===== config.mk =====
export PLATFORM = sky130hd
export DESIGN_NAME = cellular_automaton_rule_match_unit
export DESIGN_NICKNAME = d
export VERILOG_FILES = /design/src/hdl/carm_pkg.sv /design/src/hdl/carm_count.sv /design/src/hdl/carm_lane.sv /design/src/hdl/carm_merge.sv /design/src/hdl/cellular_automaton_rule_match_unit.sv
export SDC_FILE = /design/constraint.sdc
export NUM_CORES = 1
export LEC_CHECK = 0
export BUFFER_PORTS_ARGS = -buffer_cell sky130_fd_sc_hd__buf_2
export CAP_MARGIN = 25
export CORE_MARGIN = 2
export CORE_UTILIZATION = 63
export DETAILED_ROUTE_END_ITERATION = 10
export PLACE_DENSITY = 0.94
export SYNTH_ARGS = -nofsm -noshare
export SYNTH_HDL_FRONTEND = slang
export SYNTH_HIERARCHICAL = 1
export SYNTH_SLANG_ARGS = --single-unit

===== constraint.sdc =====
create_clock -name clk_i -period 3.5 [get_ports clk_i]
set_clock_uncertainty 0.2 [all_clocks]
set_input_delay 0.35 -clock clk_i [delete_from_list [all_inputs] [get_ports clk_i]]
set_output_delay 0.35 -clock clk_i [all_outputs]
set_load 0.1 [all_outputs]

===== src/hdl/carm_pkg.sv =====
package carm_pkg;

  localparam int RULE_SLOTS     = 4;
  localparam int STATE_COUNT    = 8;
  localparam int NEIGHBOR_COUNT = 8;

  // register layout is fixed by the config map
  localparam int BOUND_REGS     = 4;
  localparam int NEIGHBOR_PORTS = 8;
  localparam int STATE_W        = 3;
  localparam int BOUND_W        = 4;
  localparam int BOUNDS_W       = 64;
  localparam int CTL_W          = 32;
  localparam int CFG_IDX_W      = 3;
  localparam int CFG_DATA_W     = 64;

  localparam int LANES = (RULE_SLOTS < BOUND_REGS) ? RULE_SLOTS : BOUND_REGS;
  localparam int CNT_W = $clog2(NEIGHBOR_COUNT + 1);

  // register indexes
  localparam logic [CFG_IDX_W-1:0] REG_RULE_CONTROLS = 3'd4;
  localparam logic [CFG_IDX_W-1:0] REG_RULE_COUNT    = 3'd5;
  localparam logic [CFG_IDX_W-1:0] REG_DEFAULT_STATE = 3'd6;

  // rule control byte fields
  localparam int CTL_DEST_LSB = 0;
  localparam int CTL_REQ_BIT  = 3;
  localparam int CTL_REQ_LSB  = 4;

  typedef logic [STATE_COUNT-1:0][CNT_W-1:0] count_vec_t;

  typedef struct packed {
    logic                valid;
    logic [STATE_W-1:0]  center;
    count_vec_t          counts;
  } stage_t;

endpackage


===== src/hdl/carm_count.sv =====
module carm_count (
  input  logic                                                       clk_i,
  input  logic                                                       rst_ni,
  input  logic                                                       adv_i,
  input  logic                                                       in_valid_i,
  input  logic [carm_pkg::STATE_W-1:0]                               center_i,
  input  logic [carm_pkg::NEIGHBOR_PORTS-1:0]                        nb_valid_i,
  input  logic [carm_pkg::NEIGHBOR_PORTS-1:0][carm_pkg::STATE_W-1:0] nb_state_i,
  output carm_pkg::stage_t                                           stage_o
);
  import carm_pkg::*;

  count_vec_t counts_d;
  logic       valid_q;
  logic [STATE_W-1:0] center_q;
  count_vec_t counts_q;

  // one popcount per state bin
  always_comb begin
    logic [NEIGHBOR_COUNT-1:0] hit;
    for (int s = 0; s < STATE_COUNT; s++) begin
      for (int k = 0; k < NEIGHBOR_COUNT; k++) begin
        hit[k] = nb_valid_i[k] && (nb_state_i[k] == STATE_W'(s));
      end
      counts_d[s] = CNT_W'($countones(hit));
    end
  end

  always_ff @(posedge clk_i or negedge rst_ni) begin
    if (!rst_ni) begin
      valid_q <= 1'b0;
    end else if (adv_i) begin
      valid_q <= in_valid_i;
    end
  end

  always_ff @(posedge clk_i) begin
    if (adv_i && in_valid_i) begin
      center_q <= center_i;
      counts_q <= counts_d;
    end
  end

  assign stage_o = '{valid: valid_q, center: center_q, counts: counts_q};

endmodule


===== src/hdl/carm_lane.sv =====
module carm_lane (
  input  carm_pkg::stage_t               stage_i,
  input  logic [carm_pkg::BOUNDS_W-1:0]  bounds_i,
  input  logic [7:0]                     ctl_i,
  input  logic                           active_i,
  output logic                           match_o
);
  import carm_pkg::*;

  logic [STATE_COUNT-1:0] in_range;
  logic                   center_ok;

  always_comb begin
    for (int s = 0; s < STATE_COUNT; s++) begin
      in_range[s] = (BOUND_W'(stage_i.counts[s]) >= bounds_i[BOUND_W*s +: BOUND_W]) &&
                    (BOUND_W'(stage_i.counts[s]) <= bounds_i[BOUNDS_W/2 + BOUND_W*s +: BOUND_W]);
    end
  end

  assign center_ok = !ctl_i[CTL_REQ_BIT] ||
                     (ctl_i[CTL_REQ_LSB +: STATE_W] == stage_i.center);

  assign match_o = active_i && center_ok && (&in_range);

endmodule


===== src/hdl/carm_merge.sv =====
module carm_merge (
  input  logic                               clk_i,
  input  logic                               rst_ni,
  input  logic                               adv_i,
  input  logic                               s1_valid_i,
  input  logic [carm_pkg::LANES-1:0]         match_i,
  input  logic [carm_pkg::CTL_W-1:0]         ctl_i,
  input  logic [carm_pkg::STATE_W-1:0]       default_i,
  output logic                               out_valid_o,
  output logic [carm_pkg::STATE_W-1:0]       next_state_o,
  output logic                               used_default_o
);
  import carm_pkg::*;

  logic               valid_q;
  logic [STATE_W-1:0] state_d, state_q;
  logic               dflt_d, dflt_q;

  // lowest matching lane wins
  always_comb begin
    state_d = default_i;
    dflt_d  = 1'b1;
    for (int r = LANES - 1; r >= 0; r--) begin
      if (match_i[r]) begin
        state_d = ctl_i[8*r + CTL_DEST_LSB +: STATE_W];
        dflt_d  = 1'b0;
      end
    end
  end

  always_ff @(posedge clk_i or negedge rst_ni) begin
    if (!rst_ni) begin
      valid_q <= 1'b0;
    end else if (adv_i) begin
      valid_q <= s1_valid_i;
    end
  end

  always_ff @(posedge clk_i) begin
    if (adv_i && s1_valid_i) begin
      state_q <= state_d;
      dflt_q  <= dflt_d;
    end
  end

  assign out_valid_o    = valid_q;
  assign next_state_o   = state_q;
  assign used_default_o = dflt_q;

endmodule


===== src/hdl/cellular_automaton_rule_match_unit.sv =====
// Channel | Direction | Handshake               | Payload
// in      | input     | in_valid_i / in_stall_o | center_state, neighbor_valid, neighbor_0..7
// out     | output    | out_valid_o/out_stall_i | next_state, used_default
// cfg     | input     | cfg_we_i                | cfg_idx_i, cfg_wdata_i
//
// Two-stage pipeline: state histogram into stage 1, rule lanes plus priority
// merge into the output register. One item per cycle while the output is not
// stalled. Throughput is set by the output register: an item moves on whenever
// the next stage is empty or is being drained. A stalled output still lets one
// more item into stage 1. Reset clears valids and all config registers to zero.
module cellular_automaton_rule_match_unit (
  input  logic                                clk_i,
  input  logic                                rst_ni,
  // config write port
  input  logic                                cfg_we_i,
  input  logic [carm_pkg::CFG_IDX_W-1:0]      cfg_idx_i,
  input  logic [carm_pkg::CFG_DATA_W-1:0]     cfg_wdata_i,
  // input channel
  input  logic                                in_valid_i,
  output logic                                in_stall_o,
  input  logic [carm_pkg::STATE_W-1:0]        center_state_i,
  input  logic [carm_pkg::NEIGHBOR_PORTS-1:0] neighbor_valid_i,
  input  logic [carm_pkg::STATE_W-1:0]        neighbor_0_i,
  input  logic [carm_pkg::STATE_W-1:0]        neighbor_1_i,
  input  logic [carm_pkg::STATE_W-1:0]        neighbor_2_i,
  input  logic [carm_pkg::STATE_W-1:0]        neighbor_3_i,
  input  logic [carm_pkg::STATE_W-1:0]        neighbor_4_i,
  input  logic [carm_pkg::STATE_W-1:0]        neighbor_5_i,
  input  logic [carm_pkg::STATE_W-1:0]        neighbor_6_i,
  input  logic [carm_pkg::STATE_W-1:0]        neighbor_7_i,
  // output channel
  output logic                                out_valid_o,
  input  logic                                out_stall_i,
  output logic [carm_pkg::STATE_W-1:0]        next_state_o,
  output logic                                used_default_o
);
  import carm_pkg::*;

  // config registers
  logic [BOUND_REGS-1:0][BOUNDS_W-1:0] bounds_q;
  logic [CTL_W-1:0]                    ctl_q;
  logic [STATE_W-1:0]                  rule_count_q;
  logic [STATE_W-1:0]                  default_q;

  always_ff @(posedge clk_i or negedge rst_ni) begin
    if (!rst_ni) begin
      bounds_q     <= '0;
      ctl_q        <= '0;
      rule_count_q <= '0;
      default_q    <= '0;
    end else if (cfg_we_i) begin
      for (int b = 0; b < BOUND_REGS; b++) begin
        if (cfg_idx_i == CFG_IDX_W'(b)) begin
          bounds_q[b] <= cfg_wdata_i[BOUNDS_W-1:0];
        end
      end
      if (cfg_idx_i == REG_RULE_CONTROLS) begin
        ctl_q <= cfg_wdata_i[CTL_W-1:0];
      end
      if (cfg_idx_i == REG_RULE_COUNT) begin
        rule_count_q <= cfg_wdata_i[STATE_W-1:0];
      end
      if (cfg_idx_i == REG_DEFAULT_STATE) begin
        default_q <= cfg_wdata_i[STATE_W-1:0];
      end
      // indexes past the list fall through untouched
    end
  end

  // pipeline advance: a stage loads when the one after it has room
  logic   adv_out, adv_s1;
  stage_t s1;

  assign adv_out    = !out_valid_o || !out_stall_i;
  assign adv_s1     = !s1.valid || adv_out;
  assign in_stall_o = !adv_s1;

  logic [NEIGHBOR_PORTS-1:0][STATE_W-1:0] nb_state;
  assign nb_state = {neighbor_7_i, neighbor_6_i, neighbor_5_i, neighbor_4_i,
                     neighbor_3_i, neighbor_2_i, neighbor_1_i, neighbor_0_i};

  carm_count u_count (
    .clk_i      (clk_i),
    .rst_ni     (rst_ni),
    .adv_i      (adv_s1),
    .in_valid_i (in_valid_i),
    .center_i   (center_state_i),
    .nb_valid_i (neighbor_valid_i),
    .nb_state_i (nb_state),
    .stage_o    (s1)
  );

  // one lane per rule slot, all test the same histogram
  logic [LANES-1:0] match;

  for (genvar r = 0; r < LANES; r++) begin : g_lane
    carm_lane u_lane (
      .stage_i  (s1),
      .bounds_i (bounds_q[r]),
      .ctl_i    (ctl_q[8*r +: 8]),
      .active_i (int'(rule_count_q) > r),
      .match_o  (match[r])
    );
  end

  carm_merge u_merge (
    .clk_i          (clk_i),
    .rst_ni         (rst_ni),
    .adv_i          (adv_out),
    .s1_valid_i     (s1.valid),
    .match_i        (match),
    .ctl_i          (ctl_q),
    .default_i      (default_q),
    .out_valid_o    (out_valid_o),
    .next_state_o   (next_state_o),
    .used_default_o (used_default_o)
  );

  // stall only when stage 1 holds an item it cannot pass on
  assert property (@(posedge clk_i) disable iff (!rst_ni)
    in_stall_o |-> (s1.valid && out_valid_o && out_stall_i))
    else $error("input stalled with room in the pipe");

  // a held item in stage 1 is not dropped while the output is blocked
  assert property (@(posedge clk_i) disable iff (!rst_ni)
    (s1.valid && out_valid_o && out_stall_i) |=> s1.valid)
    else $error("stage 1 item lost under stall");

  // a new result only comes from an item that sat in stage 1
  assert property (@(posedge clk_i) disable iff (!rst_ni)
    $rose(out_valid_o) |-> $past(s1.valid))
    else $error("result without a source item");

  // a blocked result stays in place
  assert property (@(posedge clk_i) disable iff (!rst_ni)
    (out_valid_o && out_stall_i) |=> (out_valid_o && $stable(next_state_o)
                                      && $stable(used_default_o)))
    else $error("blocked result changed");

endmodule


==> metrics.cfg, run 1 <==
[clock_network]
cts_tree = done
root_buffer = clkbuf_16
clk_latency_ns = 0.54
clockBufferDepth = 3
clock_sinks = 331
clk_pin_slew_ns = 0.06
cts_buffers = 37
cts_max_level = 2

[power]
switching_power_w = 0.00449
power_leakage_nw = 12.1
cellPowerDensity_mw_per_mm2 = 552
ir_drop_v = 0.000381
p_sw_share_pct = 33.2
p_comb_share_pct = 30.9
internal-power_w = 0.00904
seq_power_share_pct = 39.2
pwr-share-clk_pct = 29.9

[detailed_routing]
via_per_inst = 6.30
vias = 16000
wl_per_cell_um = 24.9
drc = 0
routed_wl_um = 63300
dr.pass1.iters = 5
ant_nets = 0
drtIter0Drc = 1639

[final_layout]
final_nets = 2484
fillers = 1920
regArea_sq_mm = 0.00848
final_util_pct = 73.7
syn_to_final_growth_pct = 16.0
drive_gt1_share_pct = 27.3
multi_input_area_sq_mm = 0.0111
layout.cells.non_filler = 2541

[die]
core-area_sq_mm = 0.0333
fp.dieH_um = 187
die_area_sq_mm = 0.0351
num_io_pins = 113
num_rows = 67
start_util_pct = 63.6
fp.dieW_um = 187

[timing]
hold_violations = 0
timing.hold.ws_ns = 0.168
tightest_slew_ns = 1.05
rsz0062_at_grt = true
finalSetupViolations = 3
min_period_ns = 3.55
slew_violations = 0
fin_crit_sh_pct = 101
fin_ws_ns = -0.0522
maxSlewHeadroom_pct = 29.5
timing.fmax_mhz = 282

[critical_path]
worstSetupEndpointType = register
cp-start-kind = register
critPathRequiredTime_ns = 3.70
worstPathArrival_ns = 3.75
path_class = register to register
crit_fanout = 4

[grt]
globalRouteTotalUtil_pct = 35.4
grt_pass1_vias = 17000
antenna_found_initial = 5
grt_overflow_total = 0
grt_max_degree = 89
grt_pass1_wl_um = 95600

[synthesis]
syn_area_sq_mm = 0.0212
synth_warnings = 6
avgSynthCellArea_sq_um = 11.8
synthCells = 1792
synth_nets = 2214

[outcome]
status = finished, violations left
violations = setup timing

[job]
maxCapViolCount = 0

[placement]
hpwl_um = 40600
port_buffers = 112
dp_cells = 2379
dp_slack_ns = -0.279
gp_congestion = 0.959

[min_path]
hold_path.class = primary input to register

worst paths after layout:
check | start | cells past startpoint | slack (ns) | to
setup / recovery | u_count/stage_o[26]$_DFFE_PP_ | 11 | -0.05 | u_merge/next_state_o[2]$_DFFE_PP_
hold / removal | cfg_idx_i[1] | 3 | 0.17 | default_q[2]$_DFFE_PN0P_
setup reg to reg | u_count/stage_o[26]$_DFFE_PP_ | 11 | -0.05 | u_merge/next_state_o[2]$_DFFE_PP_
hold reg to reg | bounds_q[38]$_DFFE_PN0P_ | 1 | 0.31 | bounds_q[38]$_DFFE_PN0P_
max in group asynchronous | rst_ni | 3 | 1.73 | bounds_q[43]$_DFFE_PN0P_
min in group asynchronous | rst_ni | 2 | 0.20 | bounds_q[112]$_DFFE_PN0P_
cell type report:
cell class                 instances  area share (%)
multi-input combinational       1114            45.4
sequential                       331            34.6
timing repair buffer             265            7.92
inverter                         313            4.79
clock buffer                      52            4.38
tap                              448            2.28
clock inverter                    15           0.663
antenna                            3          0.0306
metrics by stage:
step | area, sq um | setup TNS [ns] | power, W
floorplan | 21200 | 0 | 0.00762
global placement | 22300 | -1.50 | 0.00860
detailed placement | 22300 | -2.48 | 0.00892
CTS | 24300 | 0 | 0.0131
global route | 24500 | -0.231 | 0.0141
finish | 24500 | -0.110 | 0.0135
placed cells by master (no fill, tap or decap), types with 5 or more instances in the layout:
master / instances
ha_1: 283
nand2b_1: 39
nor2_1: 43
o21ai_1: 5
nor2b_1: 20
nor3_1: 35
mux2_4: 147
nand4_1: 29
o22ai_1: 15
nand3_1: 25
xor2_1: 9
xnor2_1: 11
buf_4: 79
nor4_1: 13
dlygate4sd3_1: 70
buf_2: 111
nor3b_1: 7
edfxtp_1: 39
fa_1: 31
mux2_2: 145
a2111oi_0: 21
clkbuf_16: 39
o21ai_0: 43
nand2_1: 50
a2111oi_1: 6
clkinv_2: 7
a21oi_1: 70
clkbuf_8: 5
clkbuf_1: 8
inv_1: 310
dfrtp_1: 292
state kept, by name, summed over array words and instances, names as in the netlist:
name and count:
u_merge/out_valid_o 1, u_merge/next_state_o 3, u_count/valid_q 1, bounds_q 256, u_count/center_q 3, u_merge/used_default_o 1
default_q 3, u_count/stage_o 32, ctl_q 28, rule_count_q 3
worst max-delay path, cell delays in order, from the launching register on:
cell       delay [ns]
edfxtp_1         0.51
buf_4            0.18
buf_4            0.14
ha_1             0.25
a2111oi_4        0.06
or4_4            0.55
nor4_4           0.29
nand4_1          0.18
nor3_4           0.33
mux2i_1          0.12
a2111oi_0        0.46
a21o_1           0.15
layer usage:
layer  share of wire, %  up-vias  wire, um  GRT usage (%)
li1                   -     6757         -              -
met1                 36     7835     22700           43.4
met2                 47     1048     29500           56.9
met3                 10      352      6340           7.69
met4                7.4        4      4670           22.6
met5              0.043        -        27              0
power by group through the flow:
stage / clock network, W / registers, W / logic [W]
4_1_cts: 0.00400 / 0.00526 / 0.00381
3_3_place_gp: 0 / 0.00523 / 0.00337
3_5_place_dp: 0 / 0.00529 / 0.00363
2_1_floorplan: 0 / 0.00514 / 0.00247
6_report: 0.00405 / 0.00531 / 0.00418
5_1_grt: 0.00422 / 0.00537 / 0.00449
what timing repair did:
action | in CTS | in global routing
gates resized for setup | 2 | 22
pin swaps | 1 | 9
setup buffers | 0 | 22
endpoints found under the setup margin | 3 | 3
hold buffers | 70 | 0
endpoints found under the hold margin | 354 | 0
Power figures use the tool's default switching activity.
==> run 2: changes to the inputs <==
GPL_TIMING_DRIVEN = 0   (was default)
==> metrics.cfg, run 2 (same netlist as run 1, synthesis figures left out) <==
[outcome]
status = finished, violations left  ; unchanged
violations = setup timing  ; unchanged

[min_path]
hold_path.class = primary input to register  ; unchanged

[grt]
grt_pass1_vias = 17300  ; was 17000
grt_pass1_wl_um = 100000  ; was 95600 um
grt_max_degree = 82  ; was 89
grt_overflow_total = 0  ; unchanged
globalRouteTotalUtil_pct = 37.5  ; was 35.4%
antenna_found_initial = 1  ; was 5

[final_layout]
final_util_pct = 74.2  ; was 73.7%
top_register = bounds_q  ; unchanged
layout.cells.non_filler = 2518  ; was 2541
largest_register_ffs = 256  ; unchanged
syn_to_final_growth_pct = 16.8  ; was 16.0%
final_nets = 2463  ; was 2484
mostFrequentLayoutCells = inv_1, dfrtp_1, ha_1, mux2_4, mux2_2  ; unchanged
final_common_cell = inv_1  ; unchanged
drive_gt1_share_pct = 26.6  ; was 27.3%

[critical_path]
slowest_delay_ns = 0.60  ; was 0.55 ns
cp-start-kind = register  ; unchanged
critPathRequiredTime_ns = 3.60  ; was 3.70 ns
path_delay_family = compound AO/OA/AOI/OAI gates  ; was simple AND/OR/NAND/NOR gates
crit_slowest_cell = edfxtp_1  ; was or4_4
worstPathArrival_ns = 3.82  ; was 3.75 ns
crit_fanout = 8  ; was 4
worstSetupEndpointType = register  ; unchanged
path_buf_inv = 1  ; was 2
path_class = register to register  ; unchanged
cp_cell_sequence = ha_1 -> a21oi_1 -> o21ai_0 -> a21boi_4 -> nand3_1 -> nor4_4 -> buf_4 -> nor3b_1 -> a2111oi_0 -> a21o_1  ; was buf_4 -> buf_4 -> ha_1 -> a2111oi_4 -> or4_4 -> nor4_4 -> nand4_1 -> nor3_4 -> mux2i_1 -> a2111oi_0 -> a21o_1

[timing]
finalSetupViolations = 4  ; was 3
min_period_ns = 3.72  ; was 3.55 ns
slew_violations = 0  ; unchanged
rsz0062_at_grt = true  ; unchanged
hold_violations = 0  ; unchanged
tightest_slew_ns = 1.31  ; was 1.05 ns
maxSlewHeadroom_pct = 10.2  ; was 29.5%
fin_ws_ns = -0.217  ; was -0.0522 ns
fin_crit_sh_pct = 106  ; was 101%
setup-tns-final_ns = -0.761  ; was -0.110 ns
timing.fmax_mhz = 269  ; was 282 MHz

[die]
num_io_pins = 113  ; unchanged
start_util_pct = 63.6  ; unchanged
core-area_sq_mm = 0.0333  ; unchanged
fp.dieW_um = 187  ; unchanged
die_area_sq_mm = 0.0351  ; unchanged
num_rows = 67  ; unchanged
fp.dieH_um = 187  ; unchanged

[detailed_routing]
dr.pass1.iters = 6  ; was 5
vias = 16400  ; was 16000
routed_wl_um = 67900  ; was 63300 um
drc = 0  ; unchanged
wl_per_cell_um = 26.9  ; was 24.9 um
via_per_inst = 6.51  ; was 6.30
drtIter0Drc = 2055  ; was 1639
ant_nets = 0  ; unchanged

[clock_network]
clk_latency_ns = 0.54  ; about the same
clock_sinks = 331  ; unchanged
clockBufferDepth = 3  ; unchanged
cts_buffers = 38  ; was 37
root_buffer = clkbuf_16  ; unchanged
clk_pin_slew_ns = 0.07  ; was 0.06 ns
cts_max_level = 2  ; unchanged
cts_tree = done  ; unchanged

[placement]
dp_cells = 2357  ; was 2379
gp_congestion = 0.950  ; was 0.959
hpwl_um = 43100  ; was 40600 um
port_buffers = 112  ; unchanged

[power]
power_leakage_nw = 12.1  ; about the same
cellPowerDensity_mw_per_mm2 = 562  ; was 552 mW/mm^2
ir_drop_v = 0.000338  ; was 0.000381 V

[job]
maxCapViolCount = 0  ; unchanged

-- run 2: changes by cell type in the layout (fill, tap and decap cells not counted), moves of 6 or more --
cell / before / now
a2111oi_0: 21 / 15
a2111oi_1: 6 / 12
buf_12: 4 / 21
buf_4: 79 / 26
buf_6: 0 / 8
-- run 2: where the power goes --
part	switching [W]	total, W	internal, W
Sequential	0.000642	0.00533	0.00469
Combinational	0.00233	0.00430	0.00197
Clock	0.00178	0.00426	0.00248
Total	0.00475	0.0139	0.00914
-- run 2: per-stage QoR --
stage | setup WS, ns | power, W | hold WS (ns) | cell area [sq um]
floorplan | 0.0152 | 0.00762 | -0.146 | 21200
global placement | -3.43 | 0.00854 | 0.286 | 22300
detailed placement | -0.313 | 0.00892 | 0.151 | 22400
CTS | 0.00123 | 0.0133 | 0.0131 | 24400
global route | -0.265 | 0.0143 | 0.0173 | 24700
finish | -0.217 | 0.0139 | 0.0234 | 24700
-- run 2: routing by layer --
metal	vias up	part of all wire [%]	track usage [%]	routed length, um
met5	-	0	0	0
met1	7868	35	44.2	23500
met3	453	11	8.57	7430
li1	6730	-	-	-
met4	0	8.9	27.5	6060
met2	1333	46	60.5	30900
-- run 2: cell type report --
cell class              count  area (sq um)
clock buffers              50          1110
plain buffers              34           494
flip-flops and latches    331          8480
repair buffers            209          1570
well taps                 448           561
diodes                      1          2.50
fillers                  1874          8580
clock inverters            18           194
inverters                 313          1170
multi-input cells        1114         11100
-- run 2: path summary, 6_finish.rpt --
kind,depth (start not counted),slack [ns],startpoint,endpoint
min in group asynchronous,2,0.16,rst_ni,bounds_q[113]$_DFFE_PN0P_
setup reg to reg,10,-0.22,u_count/stage_o[3]$_DFFE_PP_,u_merge/next_state_o[1]$_DFFE_PP_
hold reg to reg,1,0.31,bounds_q[29]$_DFFE_PN0P_,bounds_q[29]$_DFFE_PN0P_
max in group asynchronous,5,1.36,rst_ni,bounds_q[59]$_DFFE_PN0P_
setup / recovery,10,-0.22,u_count/stage_o[3]$_DFFE_PP_,u_merge/next_state_o[1]$_DFFE_PP_
hold / removal,2,0.02,cfg_wdata_i[1],ctl_q[1]$_DFFE_PN0P_
-- run 2: repair_timing --
action / in CTS / in global routing
hold buffers: 68 / 0
pin swaps: 0 / 7
resized for setup: 6 / 26
hold endpoints to repair: 347 / 0
setup endpoints to repair: 4 / 4
buffers inserted: 3 / 21
==> run 3: changes to the inputs <==
ABC_AREA = 1   (was default)
==> metrics.cfg, run 3 <==
[critical_path]
r2r_start = u_count/stage_o[27]$_DFFE_PP_  ; was u_count/stage_o[3]$_DFFE_PP_
worstSetupEndpointType = register  ; unchanged
crit_slowest_cell = nor3_1  ; was edfxtp_1
worstPathArrival_ns = 3.32  ; was 3.82 ns
cp-startpoint = u_count/stage_o[27]$_DFFE_PP_  ; was u_count/stage_o[3]$_DFFE_PP_
crit_top_cell = nand2_1
path_class = register to register  ; unchanged
cp_cell_sequence = ha_1 -> nand2_1 -> inv_1 -> nand2_1 -> a22oi_1 -> nor2_1 -> nand2_1 -> nor2_1 -> inv_2 -> nand2_2 -> nor3_1  ; was ha_1 -> a21oi_1 -> o21ai_0 -> a21boi_4 -> nand3_1 -> nor4_4 -> buf_4 -> nor3b_1 -> a2111oi_0 -> a21o_1
critPathRequiredTime_ns = 3.53  ; was 3.60 ns
crit_fanout = 8  ; unchanged
cp-start-kind = register  ; unchanged
slowest_delay_ns = 0.63  ; was 0.60 ns

[grt]
grt_overflow_total = 0  ; unchanged
grt_pass1_vias = 21200  ; was 17300
antenna_found_initial = 0  ; was 1
globalRouteTotalUtil_pct = 38.5  ; was 37.5%
grt_max_degree = 125  ; was 82
grt_pass1_wl_um = 107000  ; was 100000 um

[clock_network]
clockBufferDepth = 3  ; unchanged
clock_sinks = 331  ; unchanged
cts_buffers = 38  ; unchanged
cts_tree = done  ; unchanged
root_buffer = clkbuf_16  ; unchanged
ctsResizeCount = 0  ; was 6
cts_max_level = 2  ; unchanged
clk_latency_ns = 0.54  ; about the same
clk_pin_slew_ns = 0.06  ; was 0.07 ns

[final_layout]
syn_to_final_growth_pct = 15.1  ; was 16.8%
stdcell_area_sq_mm = 0.0249  ; was 0.0247 sq mm
mostFrequentLayoutCells = nand2_1, inv_1, nand3_1, dfrtp_1, ha_1  ; was inv_1, dfrtp_1, ha_1, mux2_4, mux2_2
insertedDiodeCount = 0  ; was 1
layout.cells.non_filler = 3500  ; was 2518
largest_register_ffs = 256  ; unchanged
drive_gt1_share_pct = 9.60  ; was 26.6%
top_register = bounds_q  ; unchanged
final_common_cell = nand2_1  ; was inv_1
final_nets = 3444  ; was 2463

[die]
fp.dieH_um = 189  ; was 187 um
num_io_pins = 113  ; unchanged
core-area_sq_mm = 0.0337  ; was 0.0333 sq mm
die_area_sq_mm = 0.0358  ; was 0.0351 sq mm
num_rows = 67  ; unchanged
fp.dieW_um = 189  ; was 187 um
start_util_pct = 64.1  ; was 63.6%

[power]
switching_power_w = 0.00455  ; was 0.00475 W
ir_drop_v = 0.000468  ; was 0.000338 V
pwr-share-clk_pct = 33.2  ; was 30.7%
seq_power_share_pct = 39.1  ; was 38.4%
internal-power_w = 0.00854  ; was 0.00914 W
power_leakage_nw = 14.2  ; was 12.1 nW
cellPowerDensity_mw_per_mm2 = 526  ; was 562 mW/mm^2
p_comb_share_pct = 27.7  ; was 30.9%
p_sw_share_pct = 34.7  ; was 34.2%

[timing]
timing.fmax_mhz = 304  ; was 269 MHz
rsz0062_at_grt = false  ; was true
tightest_slew_ns = 0.908  ; was 1.31 ns
setup-tns-final_ns = 0  ; was -0.761 ns
fin_crit_sh_pct = 93.9  ; was 106%
min_period_ns = 3.29  ; was 3.72 ns
finalSetupViolations = 0  ; was 4
timing.hold.ws_ns = 0.0368  ; was 0.0234 ns
hold_violations = 0  ; unchanged
maxSlewHeadroom_pct = 39.4  ; was 10.2%
slew_violations = 0  ; unchanged
fin_ws_ns = 0.214  ; was -0.217 ns

[placement]
dp_cells = 3360  ; was 2357
hpwl_um = 46900  ; was 43100 um
port_buffers = 112  ; unchanged
dp_slack_ns = -0.221  ; was -0.313 ns
post_dp_cell_area_sq_mm = 0.0228  ; was 0.0224 sq mm
gp_congestion = 0.930  ; was 0.950

[outcome]
status = complete, no violations  ; was finished, violations left

[min_path]
worstHoldStart = cfg_idx_i[0]  ; was cfg_wdata_i[1]
hold_path.class = primary input to register  ; unchanged

[synthesis]
synthCells = 2797  ; was 1792
synth_nets = 3219  ; was 2214
syn_area_sq_mm = 0.0216  ; was 0.0212 sq mm
avgSynthCellArea_sq_um = 7.73  ; was 11.8 sq um
synth_warnings = 6  ; unchanged

[detailed_routing]
vias = 20400  ; was 16400
ant_nets = 0  ; unchanged
drc = 0  ; unchanged
dr.pass1.iters = 8  ; was 6
wl_per_cell_um = 19.3  ; was 26.9 um
drtIter0Drc = 2110  ; was 2055
routed_wl_um = 67400  ; was 67900 um
via_per_inst = 5.84  ; was 6.51

[job]
maxCapViolCount = 0  ; unchanged

-- run 3: final cells by class --
class | instances | area, sq um
buffer | 83 | 388
clock buffer | 52 | 1080
clock inverter | 18 | 269
fill | 2281 | 8830
inverter | 471 | 1770
multi-input combinational | 1912 | 11000
sequential | 331 | 8480
tap | 448 | 561
timing repair buffer | 185 | 1340
-- run 3: worst paths after layout --
path                                                        endpoint  slack, ns  cells past startpoint
worst min register to register             bounds_q[169]$_DFFE_PN0P_       0.27                      2
worst max register to register  u_merge/used_default_o$_SDFFCE_PP0P_       0.21                     11
min in group asynchronous                   bounds_q[59]$_DFFE_PN0P_       0.18                      2
worst max-delay path            u_merge/used_default_o$_SDFFCE_PP0P_       0.21                     11
worst min-delay path                     rule_count_q[1]$_DFFE_PN0P_       0.04                      5
max in group asynchronous                   bounds_q[12]$_DFFE_PN0P_       1.82                      3
-- run 3: power by group through the flow --
stage          logic, W  registers, W  clock network (W)
3_3_place_gp    0.00307       0.00509                  0
4_1_cts         0.00350       0.00508            0.00434
6_report        0.00363       0.00511            0.00435
5_1_grt         0.00409       0.00517            0.00452
3_5_place_dp    0.00336       0.00512                  0
2_1_floorplan   0.00230       0.00500                  0
-- run 3: critical path, delay by kind of cell (launching register included) --
| family | cells | cell delay [ns] |
|---|---|---|
| adder cells (fa/ha/maj) | 1 | 0.41 |
| buffers and inverters | 2 | 0.16 |
| flip-flops | 1 | 0.61 |
| AND/OR/NAND/NOR | 7 | 1.29 |
| AO/OA/AOI/OAI | 1 | 0.31 |
-- run 3: per-stage QoR --
stage                     power (W)  util [%]
after floorplan             0.00730         -
after global placement      0.00816      67.5
after detailed placement    0.00848      67.7
after CTS                    0.0129      73.8
after global routing         0.0138      73.8
final                        0.0131      73.8
-- run 3: repair_timing --
item / in CTS / in global routing
buffers inserted: 0 / 0
hold endpoints to repair: 361 / 0
hold buffers: 70 / 0
setup endpoints to repair: 0 / 0
-- run 3: layer usage --
layer  vias up  GRT usage (%)  wire [um]
li1       9180              -          -
met1      9516           45.3      23900
met2      1337           62.1      30400
met3       412           9.36       7600
met4         0           27.8       5490
met5         -              0          0
